**config.mk**
```make
export PLATFORM = sky130hd
export DESIGN_NAME = stack_with_search_and_remove
export DESIGN_NICKNAME = d
export VERILOG_FILES = /design/src/hdl/swsr_pkg.sv /design/src/hdl/stack_with_search_and_remove.sv /design/src/hdl/swsr_ram.sv /design/src/hdl/swsr_dp.sv /design/src/hdl/swsr_ctrl.sv
export VERILOG_INCLUDE_DIRS = /design/src /design/src/hdl
export SDC_FILE = /design/constraint.sdc
export NUM_CORES = 1
export LEC_CHECK = 0
export BUFFER_PORTS_ARGS = -buffer_cell sky130_fd_sc_hd__buf_2
export CORE_MARGIN = 2
export CORE_UTILIZATION = 30
export DETAILED_ROUTE_END_ITERATION = 7
export HOLD_SLACK_MARGIN = 0.08
export PLACE_DENSITY = 0.45
export SYNTH_ARGS = -nofsm -noshare
export SYNTH_HDL_FRONTEND = slang
export SYNTH_HIERARCHICAL = 1
export SYNTH_SLANG_ARGS = --single-unit
```
**constraint.sdc**
```tcl
create_clock -name i_clk -period 7.3 [get_ports i_clk]
set_clock_uncertainty 0.2 [all_clocks]
set_input_delay 0.365 -clock i_clk [delete_from_list [all_inputs] [get_ports i_clk]]
set_output_delay 0.365 -clock i_clk [all_outputs]
set_load 0.02 [all_outputs]
```
**src/hdl/assert_macros.svh**
```systemverilog
// ----------------------------------------------------------------------------
// assert_macros.svh
// Assertion helpers shared by the RTL. Define ASSERT_OFF to compile them out.
// ----------------------------------------------------------------------------
`ifndef ASSERT_MACROS_SVH
`define ASSERT_MACROS_SVH

`ifndef ASSERT_OFF

// Property must hold at every rising clock edge outside reset
`define AST_PROP(lbl, clk, rst_n, prop) \
    lbl: assert property (@(posedge clk) disable iff (!rst_n) (prop)) \
        else $error("assertion failed");

// Expression must never be true outside reset
`define AST_NEVER(lbl, clk, rst_n, expr) \
    lbl: assert property (@(posedge clk) disable iff (!rst_n) !(expr)) \
        else $error("forbidden condition seen");

`else

`define AST_PROP(lbl, clk, rst_n, prop)
`define AST_NEVER(lbl, clk, rst_n, expr)

`endif

`endif

```
**src/hdl/swsr_pkg.sv**
```systemverilog
// ----------------------------------------------------------------------------
// swsr_pkg
// Shared constants, codes and controller/datapath interface types for the
// tag stack with search and remove.
// ----------------------------------------------------------------------------
package swsr_pkg;

    // Stack geometry
    localparam int DEPTH   = 16;
    localparam int FILL_W  = $clog2(DEPTH + 1);
    localparam int ADDR_W  = (DEPTH > 1) ? $clog2(DEPTH) : 1;

    // Field widths
    localparam int TAG_W       = 32;
    localparam int ACT_W       = 2;
    localparam int STAT_W      = 2;
    localparam int POS_W       = 5;
    localparam int OUT_TDATA_W = ((POS_W + 7) / 8) * 8;

    typedef logic signed [TAG_W-1:0] t_tag;
    typedef logic [ACT_W-1:0]        t_action;
    typedef logic [STAT_W-1:0]       t_status;
    typedef logic [POS_W-1:0]        t_pos;
    typedef logic [FILL_W-1:0]       t_fill;
    typedef logic [ADDR_W-1:0]       t_addr;

    // Request codes
    localparam t_action ACT_PUSH   = 2'd0;
    localparam t_action ACT_REMOVE = 2'd1;
    localparam t_action ACT_FIND   = 2'd2;

    // Result status codes
    localparam t_status ST_OK        = 2'd0;
    localparam t_status ST_FULL      = 2'd1;
    localparam t_status ST_NOT_FOUND = 2'd2;

    // Full-stack fill level
    localparam t_fill FILL_MAX = FILL_W'(DEPTH);

    // Controller to datapath commands
    typedef struct packed {
        logic    load_req;     // capture the accepted request
        logic    do_push;      // write tag on top, bump fill
        logic    scan_start;   // arm the top-down search
        logic    scan_en;      // search step
        logic    shift_start;  // arm the gap close above the match
        logic    shift_en;     // gap close step
        logic    dec_fill;     // drop fill by one
        logic    out_load;     // load the result register
        t_status res_status;   // status for the result
        logic    res_pos_en;   // result carries the match position
    } t_dp_cmd;

    // Datapath to controller status
    typedef struct packed {
        t_action action;       // captured request code
        logic    full;         // stack holds DEPTH entries
        logic    hit;          // current compare matches the tag
        logic    scan_done;    // search ran out of entries
        logic    shift_done;   // gap close finished
        logic    out_vld;      // result register occupied
        t_fill   fill;         // number of valid entries
    } t_dp_sts;

endpackage

```
**src/hdl/stack_with_search_and_remove.sv**
```systemverilog
// ----------------------------------------------------------------------------
// stack_with_search_and_remove
// Bounded LIFO stack of 32-bit tags with push, remove-by-value and find.
// ----------------------------------------------------------------------------
// One request is worked at a time and every request yields exactly one
// result transaction. Action (tuser) 0 pushes the tag, 1 removes the topmost
// entry equal to the tag (entries above close the gap in order), 2 finds the
// topmost match and reports its 1-based position from the top; code 3 is
// ignored and answers ok. Entries live in a single RAM with one write and one
// registered read port, so the search reads one entry per cycle from the top
// and the gap close moves one entry per cycle. The longest request is removing
// the bottom entry of a full stack. The result is presented in the cycle the
// block turns ready again. The next request is taken as soon as the block is
// back to idle, even while the previous result still waits.
// ----------------------------------------------------------------------------
`include "assert_macros.svh"

module stack_with_search_and_remove (
    input  logic                          i_clk,
    input  logic                          i_rst_n,
    // request: tdata = tag[31:0]; tuser = action[1:0]
    input  logic                          i_s_axis_tvalid,
    output logic                          o_s_axis_tready,
    input  logic [swsr_pkg::TAG_W-1:0]    i_s_axis_tdata,
    input  logic [swsr_pkg::ACT_W-1:0]    i_s_axis_tuser,
    // result: tdata = position[4:0], zero[7:5]; tuser = status[1:0]
    output logic                          o_m_axis_tvalid,
    input  logic                          i_m_axis_tready,
    output logic [swsr_pkg::OUT_TDATA_W-1:0] o_m_axis_tdata,
    output logic [swsr_pkg::STAT_W-1:0]   o_m_axis_tuser
);
    import swsr_pkg::*;

    t_dp_cmd s_cmd;
    t_dp_sts s_sts;
    t_status out_status;
    t_pos    out_pos;

    swsr_ctrl u_ctrl (
        .i_clk       (i_clk),
        .i_rst_n     (i_rst_n),
        .i_in_valid  (i_s_axis_tvalid),
        .o_in_ready  (o_s_axis_tready),
        .i_out_ready (i_m_axis_tready),
        .i_sts       (s_sts),
        .o_cmd       (s_cmd)
    );

    swsr_dp u_dp (
        .i_clk        (i_clk),
        .i_rst_n      (i_rst_n),
        .i_tag        (t_tag'(i_s_axis_tdata)),
        .i_action     (i_s_axis_tuser),
        .i_out_ready  (i_m_axis_tready),
        .i_cmd        (s_cmd),
        .o_sts        (s_sts),
        .o_out_vld    (o_m_axis_tvalid),
        .o_out_status (out_status),
        .o_out_pos    (out_pos)
    );

    assign o_m_axis_tuser = out_status;
    assign o_m_axis_tdata = {{(OUT_TDATA_W - POS_W){1'b0}}, out_pos};

    // Checks
    `AST_NEVER(a_fill_bound, i_clk, i_rst_n, s_sts.fill > FILL_MAX)
    `AST_NEVER(a_one_writer, i_clk, i_rst_n, s_cmd.do_push && s_cmd.shift_en)
    `AST_PROP(a_out_slot_free, i_clk, i_rst_n, s_cmd.out_load |-> (!s_sts.out_vld || i_m_axis_tready))
    `AST_PROP(a_one_in_flight, i_clk, i_rst_n, (i_s_axis_tvalid && o_s_axis_tready) |=> !o_s_axis_tready)

endmodule

```
**src/hdl/swsr_ram.sv**
```systemverilog
// ----------------------------------------------------------------------------
// swsr_ram
// Generic single-port-write, single-port-read RAM with registered read data.
// ----------------------------------------------------------------------------
module swsr_ram #(
    parameter int DATA_W = 32,
    parameter int WORDS  = 16
) (
    input  logic                                     i_clk,
    input  logic                                     i_wr_en,
    input  logic [((WORDS > 1) ? $clog2(WORDS) : 1)-1:0] i_wr_addr,
    input  logic [DATA_W-1:0]                        i_wr_data,
    input  logic                                     i_rd_en,
    input  logic [((WORDS > 1) ? $clog2(WORDS) : 1)-1:0] i_rd_addr,
    output logic [DATA_W-1:0]                        o_rd_data
);

    logic [DATA_W-1:0] r_mem [WORDS];
    logic [DATA_W-1:0] r_rd_data;

    // Write port
    always_ff @(posedge i_clk) begin
        if (i_wr_en) begin
            r_mem[i_wr_addr] <= i_wr_data;
        end
    end

    // Registered read port
    always_ff @(posedge i_clk) begin
        if (i_rd_en) begin
            r_rd_data <= r_mem[i_rd_addr];
        end
    end

    assign o_rd_data = r_rd_data;

endmodule

```
**src/hdl/swsr_dp.sv**
```systemverilog
// ----------------------------------------------------------------------------
// swsr_dp
// Datapath: request capture, fill count, entry RAM, top-down search
// pipeline, gap-close shifter and the result register.
// ----------------------------------------------------------------------------
module swsr_dp (
    input  logic                  i_clk,
    input  logic                  i_rst_n,
    input  swsr_pkg::t_tag        i_tag,
    input  swsr_pkg::t_action     i_action,
    input  logic                  i_out_ready,
    input  swsr_pkg::t_dp_cmd     i_cmd,
    output swsr_pkg::t_dp_sts     o_sts,
    output logic                  o_out_vld,
    output swsr_pkg::t_status     o_out_status,
    output swsr_pkg::t_pos        o_out_pos
);
    import swsr_pkg::*;

    t_tag    r_tag;
    t_action r_act;
    t_fill   r_fill;

    // search state
    t_fill   r_rd_ptr;
    logic    r_cmp_vld;
    t_addr   r_cmp_idx;
    t_pos    r_pos;

    // shift state
    t_fill   r_sh_rd;
    logic    r_sh_pend;
    t_addr   r_sh_wa;

    // result register
    logic    r_out_vld;
    t_status r_out_status;
    t_pos    r_out_pos;

    t_tag    rd_data;
    t_fill   rd_ptr_m1;
    t_fill   sh_rd_m1;
    t_fill   match_dist;
    logic    scan_more;
    logic    sh_more;
    logic    hit;
    logic    ram_we;
    t_addr   ram_wa;
    t_tag    ram_wd;
    logic    ram_re;
    t_addr   ram_ra;

    assign rd_ptr_m1  = r_rd_ptr - FILL_W'(1);
    assign sh_rd_m1   = r_sh_rd - FILL_W'(1);
    assign match_dist = r_fill - FILL_W'(r_cmp_idx);
    assign scan_more  = (r_rd_ptr != '0);
    assign sh_more    = (r_sh_rd < r_fill);
    assign hit        = r_cmp_vld && (rd_data == r_tag);

    // RAM port steering: push or gap-close write, search or shift read
    always_comb begin
        ram_we = 1'b0;
        ram_wa = r_fill[ADDR_W-1:0];
        ram_wd = r_tag;
        if (i_cmd.do_push) begin
            ram_we = 1'b1;
        end else if (i_cmd.shift_en && r_sh_pend) begin
            ram_we = 1'b1;
            ram_wa = r_sh_wa;
            ram_wd = rd_data;
        end
        if (i_cmd.shift_en) begin
            ram_re = sh_more;
            ram_ra = r_sh_rd[ADDR_W-1:0];
        end else begin
            ram_re = i_cmd.scan_en && scan_more;
            ram_ra = rd_ptr_m1[ADDR_W-1:0];
        end
    end

    swsr_ram #(
        .DATA_W (TAG_W),
        .WORDS  (DEPTH)
    ) u_ram (
        .i_clk     (i_clk),
        .i_wr_en   (ram_we),
        .i_wr_addr (ram_wa),
        .i_wr_data (ram_wd),
        .i_rd_en   (ram_re),
        .i_rd_addr (ram_ra),
        .o_rd_data (rd_data)
    );

    // Request capture and match position
    always_ff @(posedge i_clk) begin
        if (i_cmd.load_req) begin
            r_tag <= i_tag;
            r_act <= i_action;
        end
        if (i_cmd.scan_en && hit) begin
            r_pos <= POS_W'(match_dist);
        end
    end

    // Fill count
    always_ff @(posedge i_clk) begin
        if (!i_rst_n) begin
            r_fill <= '0;
        end else if (i_cmd.do_push) begin
            r_fill <= r_fill + FILL_W'(1);
        end else if (i_cmd.dec_fill) begin
            r_fill <= r_fill - FILL_W'(1);
        end
    end

    // Search pipeline: issue read of next lower entry, compare previous one
    always_ff @(posedge i_clk) begin
        if (!i_rst_n) begin
            r_cmp_vld <= 1'b0;
        end else if (i_cmd.scan_start) begin
            r_cmp_vld <= 1'b0;
        end else if (i_cmd.scan_en) begin
            r_cmp_vld <= scan_more;
        end
    end

    always_ff @(posedge i_clk) begin
        if (i_cmd.scan_start) begin
            r_rd_ptr <= r_fill;
        end else if (i_cmd.scan_en && scan_more) begin
            r_rd_ptr  <= rd_ptr_m1;
            r_cmp_idx <= rd_ptr_m1[ADDR_W-1:0];
        end
    end

    // Gap close: read entry k+1, write it to k in the following cycle
    always_ff @(posedge i_clk) begin
        if (!i_rst_n) begin
            r_sh_pend <= 1'b0;
        end else if (i_cmd.shift_start) begin
            r_sh_pend <= 1'b0;
        end else if (i_cmd.shift_en) begin
            r_sh_pend <= sh_more;
        end
    end

    always_ff @(posedge i_clk) begin
        if (i_cmd.shift_start) begin
            r_sh_rd <= FILL_W'(r_cmp_idx) + FILL_W'(1);
        end else if (i_cmd.shift_en && sh_more) begin
            r_sh_rd <= r_sh_rd + FILL_W'(1);
            r_sh_wa <= sh_rd_m1[ADDR_W-1:0];
        end
    end

    // Result register
    always_ff @(posedge i_clk) begin
        if (!i_rst_n) begin
            r_out_vld <= 1'b0;
        end else if (i_cmd.out_load) begin
            r_out_vld <= 1'b1;
        end else if (i_out_ready) begin
            r_out_vld <= 1'b0;
        end
    end

    always_ff @(posedge i_clk) begin
        if (i_cmd.out_load) begin
            r_out_status <= i_cmd.res_status;
            r_out_pos    <= i_cmd.res_pos_en ? r_pos : '0;
        end
    end

    // Status back to the controller
    always_comb begin
        o_sts.action     = r_act;
        o_sts.full       = (r_fill >= FILL_MAX);
        o_sts.hit        = hit;
        o_sts.scan_done  = !scan_more && !r_cmp_vld;
        o_sts.shift_done = !sh_more && !r_sh_pend;
        o_sts.out_vld    = r_out_vld;
        o_sts.fill       = r_fill;
    end

    assign o_out_vld    = r_out_vld;
    assign o_out_status = r_out_status;
    assign o_out_pos    = r_out_pos;

endmodule

```
**src/hdl/swsr_ctrl.sv**
```systemverilog
// ----------------------------------------------------------------------------
// swsr_ctrl
// Controller: sequences one request at a time through decode, search,
// gap close and hand-off to the result register.
// ----------------------------------------------------------------------------
module swsr_ctrl (
    input  logic                  i_clk,
    input  logic                  i_rst_n,
    input  logic                  i_in_valid,
    output logic                  o_in_ready,
    input  logic                  i_out_ready,
    input  swsr_pkg::t_dp_sts     i_sts,
    output swsr_pkg::t_dp_cmd     o_cmd
);
    import swsr_pkg::*;

    localparam logic [2:0] S_IDLE   = 3'd0;
    localparam logic [2:0] S_DECODE = 3'd1;
    localparam logic [2:0] S_SCAN   = 3'd2;
    localparam logic [2:0] S_SHIFT  = 3'd3;
    localparam logic [2:0] S_DONE   = 3'd4;

    logic [2:0] r_state, n_state;
    t_status    r_status, n_status;
    logic       r_pos_en, n_pos_en;
    logic       out_free;

    assign out_free = !i_sts.out_vld || i_out_ready;

    // State and result bookkeeping
    always_ff @(posedge i_clk) begin
        if (!i_rst_n) begin
            r_state  <= S_IDLE;
            r_status <= ST_OK;
            r_pos_en <= 1'b0;
        end else begin
            r_state  <= n_state;
            r_status <= n_status;
            r_pos_en <= n_pos_en;
        end
    end

    // Next state and commands
    always_comb begin
        n_state          = r_state;
        n_status         = r_status;
        n_pos_en         = r_pos_en;
        o_in_ready       = 1'b0;
        o_cmd            = '0;
        o_cmd.res_status = r_status;
        o_cmd.res_pos_en = r_pos_en;
        unique case (r_state)
            S_IDLE: begin
                o_in_ready = 1'b1;
                if (i_in_valid) begin
                    o_cmd.load_req = 1'b1;
                    n_status       = ST_OK;
                    n_pos_en       = 1'b0;
                    n_state        = S_DECODE;
                end
            end
            S_DECODE: begin
                unique case (i_sts.action) inside
                    ACT_PUSH: begin
                        if (i_sts.full) begin
                            n_status = ST_FULL;
                        end else begin
                            o_cmd.do_push = 1'b1;
                        end
                        n_state = S_DONE;
                    end
                    ACT_REMOVE, ACT_FIND: begin
                        o_cmd.scan_start = 1'b1;
                        n_state          = S_SCAN;
                    end
                    default: begin
                        n_state = S_DONE;
                    end
                endcase
            end
            S_SCAN: begin
                o_cmd.scan_en = 1'b1;
                if (i_sts.hit) begin
                    if (i_sts.action == ACT_FIND) begin
                        n_pos_en = 1'b1;
                        n_state  = S_DONE;
                    end else begin
                        o_cmd.shift_start = 1'b1;
                        n_state           = S_SHIFT;
                    end
                end else if (i_sts.scan_done) begin
                    n_status = ST_NOT_FOUND;
                    n_state  = S_DONE;
                end
            end
            S_SHIFT: begin
                o_cmd.shift_en = 1'b1;
                if (i_sts.shift_done) begin
                    o_cmd.dec_fill = 1'b1;
                    n_state        = S_DONE;
                end
            end
            S_DONE: begin
                if (out_free) begin
                    o_cmd.out_load = 1'b1;
                    n_state        = S_IDLE;
                end
            end
            default: begin
                n_state = S_IDLE;
            end
        endcase
    end

endmodule

```
==> results.yml <==
sta:
  setup_viol_count_final: 0
  max_fclk_mhz: 210.0
  final_period_minus_worst_setup_slack_ps: 4762
  setup_tns_ps: 0
  slew_viol_final: 0
  hold_violation_total_from_the_final_report: 0
  slew-limit-headroom_pct: 30.33
  grt_setup_unrepaired: "false"
  final.period_utilization_pct: 65.23
  slew_at_the_pin_closest_to_its_max_slew_limit_ps: 1045
detailed_routing:
  met2_length_mm: 28.97
  detail_route.vias_per_cell: 4.892
  dr_total_vias: 11960
  finalWirelength_mm: 59.96
  final_antenna_net_count: 0
  wl_met3_mm: 2.448
  wire_per_inst_um: 24.54
  drt_iter0_markers: 1013
  remaining_drc_errors: 0
  highest_layer: "met4"
  detailed_router_iteration_count_before_antenna_repair: 7
  route.layer.met1.wl_mm: 27.33
die:
  area_of_the_placeable_core_mm2: 0.08081
  initial_core_util_pct: 30.38
  ioPinCount: 50
  design.die.area_mm2: 0.08415
  chipHeight_um: 290.1
  fp-row-count: 104
  fp.dieW_um: 290.1
power_and_ir_drop:
  vdd_drop_max_mv: 0.1708
  powerDensity_mw_per_mm2: 296.3
  p_total_mw: 8.600
  cell_internal_pwr_mw: 6.547
  power.clock.fraction_pct: 42.6
  part_of_the_power_in_registers_pct: 47.5
  switchingPower_mw: 2.053
  power_switching_share_pct: 23.87
  combinational_share_of_power_pct: 9.9
  cellLeakagePower_nw: 9.239
synth:
  synthesis.area_per_instance_um2: 20.48
  synth_area_leaders: "sky130_fd_sc_hd__edfxtp_1, sky130_fd_sc_hd__mux4_2, sky130_fd_sc_hd__a22oi_1"
  synth_top_flop_cell: "sky130_fd_sc_hd__edfxtp_1"
  syn-instance-count: 1199
  synth-edff-count: 608
  synthDominantCellAreaShare_pct: 74.36
  synth_top_cell_by_area: "sky130_fd_sc_hd__edfxtp_1"
  yosys_warnings: 6
  ys_seq_area_share_pct: 75.50
  ys_ff_latch: 622
  synth_cell_type_count: 57
  synth_area_mm2: 0.02455
  synth-async-reset-ratio_pct: 0
worst_setup_path:
  arrival_ps: 4820
  rr_endpoint: "u_dp/u_ram/r_mem[6][1]"
  critical_path.cell_chain: "nor3b_2, and3b_1, inv_1, nand3_2, buf_4, mux2_2, nand3b_1, nor2_4, buf_4"
  worst_setup_path_end_kind: "register"
  cell_with_the_largest_stage_delay_on_the_worst_path: "sky130_fd_sc_hd__dfxtp_1"
  timing.rr.start: "u_ctrl/r_state[0]"
  crit_top_cell: "sky130_fd_sc_hd__buf_4"
  worst_ep_required_time_ps: 7360
  critPathCapture: "u_dp/u_ram/r_mem[6][1]"
  cpPeakStageDelay_ps: 710
  criticalPathCategory: "register to register"
  startpoint_type: "register"
  critPathMaxFanout: 29
  internal_reg_to_reg_setup_slack_ps: 2540
  critPathLaunch: "u_ctrl/r_state[0]"
  register_to_register_path_depth: 9
cts:
  ctsLongestPathBuffers: 3
  clk_pin_slew_worst_paths_ps: 60
  post_cts_hold_buffer_count: 38
  cts_buffers: 72
  clock-sinks: 622
  postCtsSetupBuffers: 0
  cts_repair_resize_count: 0
  cts_max_level: 3
  clock_tree_from_tritoncts: "done"
  worstSkewPairLatency_ps: 640
  clock-root-buffer: "sky130_fd_sc_hd__clkbuf_16"
worst_hold_path:
  min-delay-path-class: "input port to register"
final_layout:
  final_common_cell: "sky130_fd_sc_hd__edfxtp_1"
  multi_input_area_mm2: 0.005782
  area_growth_syn_to_layout_pct: 18.22
  fillCellCount: 7458
  layout_common_cells: "sky130_fd_sc_hd__edfxtp_1, sky130_fd_sc_hd__mux4_2, sky130_fd_sc_hd__clkbuf_16"
  layout.nets: 1383
  layout.area.seq_mm2: 0.01854
  layout_cell_share_with_drive_strength_beyond_1_pct: 28.05
  non_filler_cell_area_final_mm2: 0.02903
global_routing:
  grt_pass1_wl_mm: 87.23
  grt_max_degree: 129
  grt.total_usage_pct: 14.27
  overflow: 0
  grt_pass1_vias: 12450
  antenna_found_initial: 0
place:
  placed_cell_area_mm2: 0.02621
  dp_hpwl_mm: 34.17
  numPortBuffers: 46
  gp_routability_congestion: 0.7451
status:
  outcome: "finished clean"
job:
  cap_violations: 0
## worst min path at each step
stage / startpoint / depth (start not counted) / slack, ps / endpoint
after floorplan: u_ctrl/r_status[0] / 0 / 210 / u_dp/o_out_status[0]
after global placement: u_ctrl/r_status[0] / 0 / 220 / u_dp/o_out_status[0]
after detailed placement: u_ctrl/r_status[0] / 0 / 230 / u_dp/o_out_status[0]
after CTS: i_s_axis_tdata[13] / 2 / 200 / u_dp/r_tag[13]
after global routing: i_s_axis_tdata[13] / 2 / 230 / u_dp/r_tag[13]
final: i_s_axis_tdata[13] / 2 / 240 / u_dp/r_tag[13]
## final cells by class
| type | instances | share of cell area [%] |
|---|---|---|
| antenna | 1 | 0.008621 |
| clock buffer | 84 | 6.436 |
| clock inverter | 46 | 1.936 |
| inverter | 27 | 0.3492 |
| multi-input combinational | 492 | 19.92 |
| sequential | 622 | 63.87 |
| tap | 1060 | 4.569 |
| timing repair buffer | 112 | 2.914 |
## cell families after synthesis
kind of cell               count (synthesis)  synth area share (%)
other                                      1               0.01527
DFF                                      622                 75.50
buffers and inverters                     87                 1.702
AOI/OAI and AO/OA                        106                 3.282
muxes                                    175                 13.85
adders and majority gates                 18                0.9784
xor gates and xnor gates                  46                 1.641
and+or+nand+nor                          144                 3.027
## state kept, by name (all words and copies together) (netlist names)
register,count
u_dp/r_cmp_vld,1
u_dp/r_pos,5
u_dp/u_ram/r_mem,512
u_dp/u_ram/o_rd_data,32
u_dp/r_act,2
u_dp/o_out_pos,5
u_dp/r_cmp_idx,4
u_dp/r_sh_pend,1
u_dp/r_rd_ptr,5
u_ctrl/r_status,2
u_dp/r_sh_rd,5
u_ctrl/r_pos_en,1
u_dp/o_out_vld,1
u_dp/r_tag,32
u_dp/r_sh_wa,4
u_ctrl/r_state,3
u_dp/r_fill,5
u_dp/o_out_status,2
## critical path: cells and delay by family (launching register included)
| family | cells | cell delay, ps |
|---|---|---|
| mux | 1 | 430 |
| flops | 1 | 710 |
| buf+inv | 3 | 1160 |
| simple gates | 5 | 1880 |
## per-layer routing
layer / vias up / GRT usage (%)
met4: 0 / 4.078
met5: - / 0
met3: 86 / 2.597
li1: 5153 / -
met2: 292 / 23.42
met1: 6424 / 19.41
## synthesized netlist by cell type, drive strengths merged (14+ instances only)
library cell,number
xnor2,35
buf,41
ha,16
edfxtp,608
clkbuf,19
nor2,30
mux4,128
mux2,38
nand2,45
dfxtp,14
inv,27
a22oi,65
## stage by stage
stage	std cells	util (%)	hold slack, ps	setup WS [ps]
after floorplan	1201	-	207.9	2242
after global placement	2275	32.44	216.3	2666
after detailed placement	2275	32.44	227.6	2535
after CTS	2443	35.92	197.9	2499
after global routing	2443	35.92	228.7	2263
final	2444	35.92	235.6	2538
## power by group through the flow
stage / Clock [mW] / Combinational (mW) / Sequential [mW]
detailed placement: 0 / 0.853 / 4.16
floorplan: 0 / 0.560 / 4.14
finish: 3.66 / 0.850 / 4.09
global placement: 0 / 0.851 / 4.16
global route: 3.90 / 0.924 / 4.09
CTS: 3.77 / 0.872 / 4.09
No activity file was read; power rests on OpenSTA's default activity.
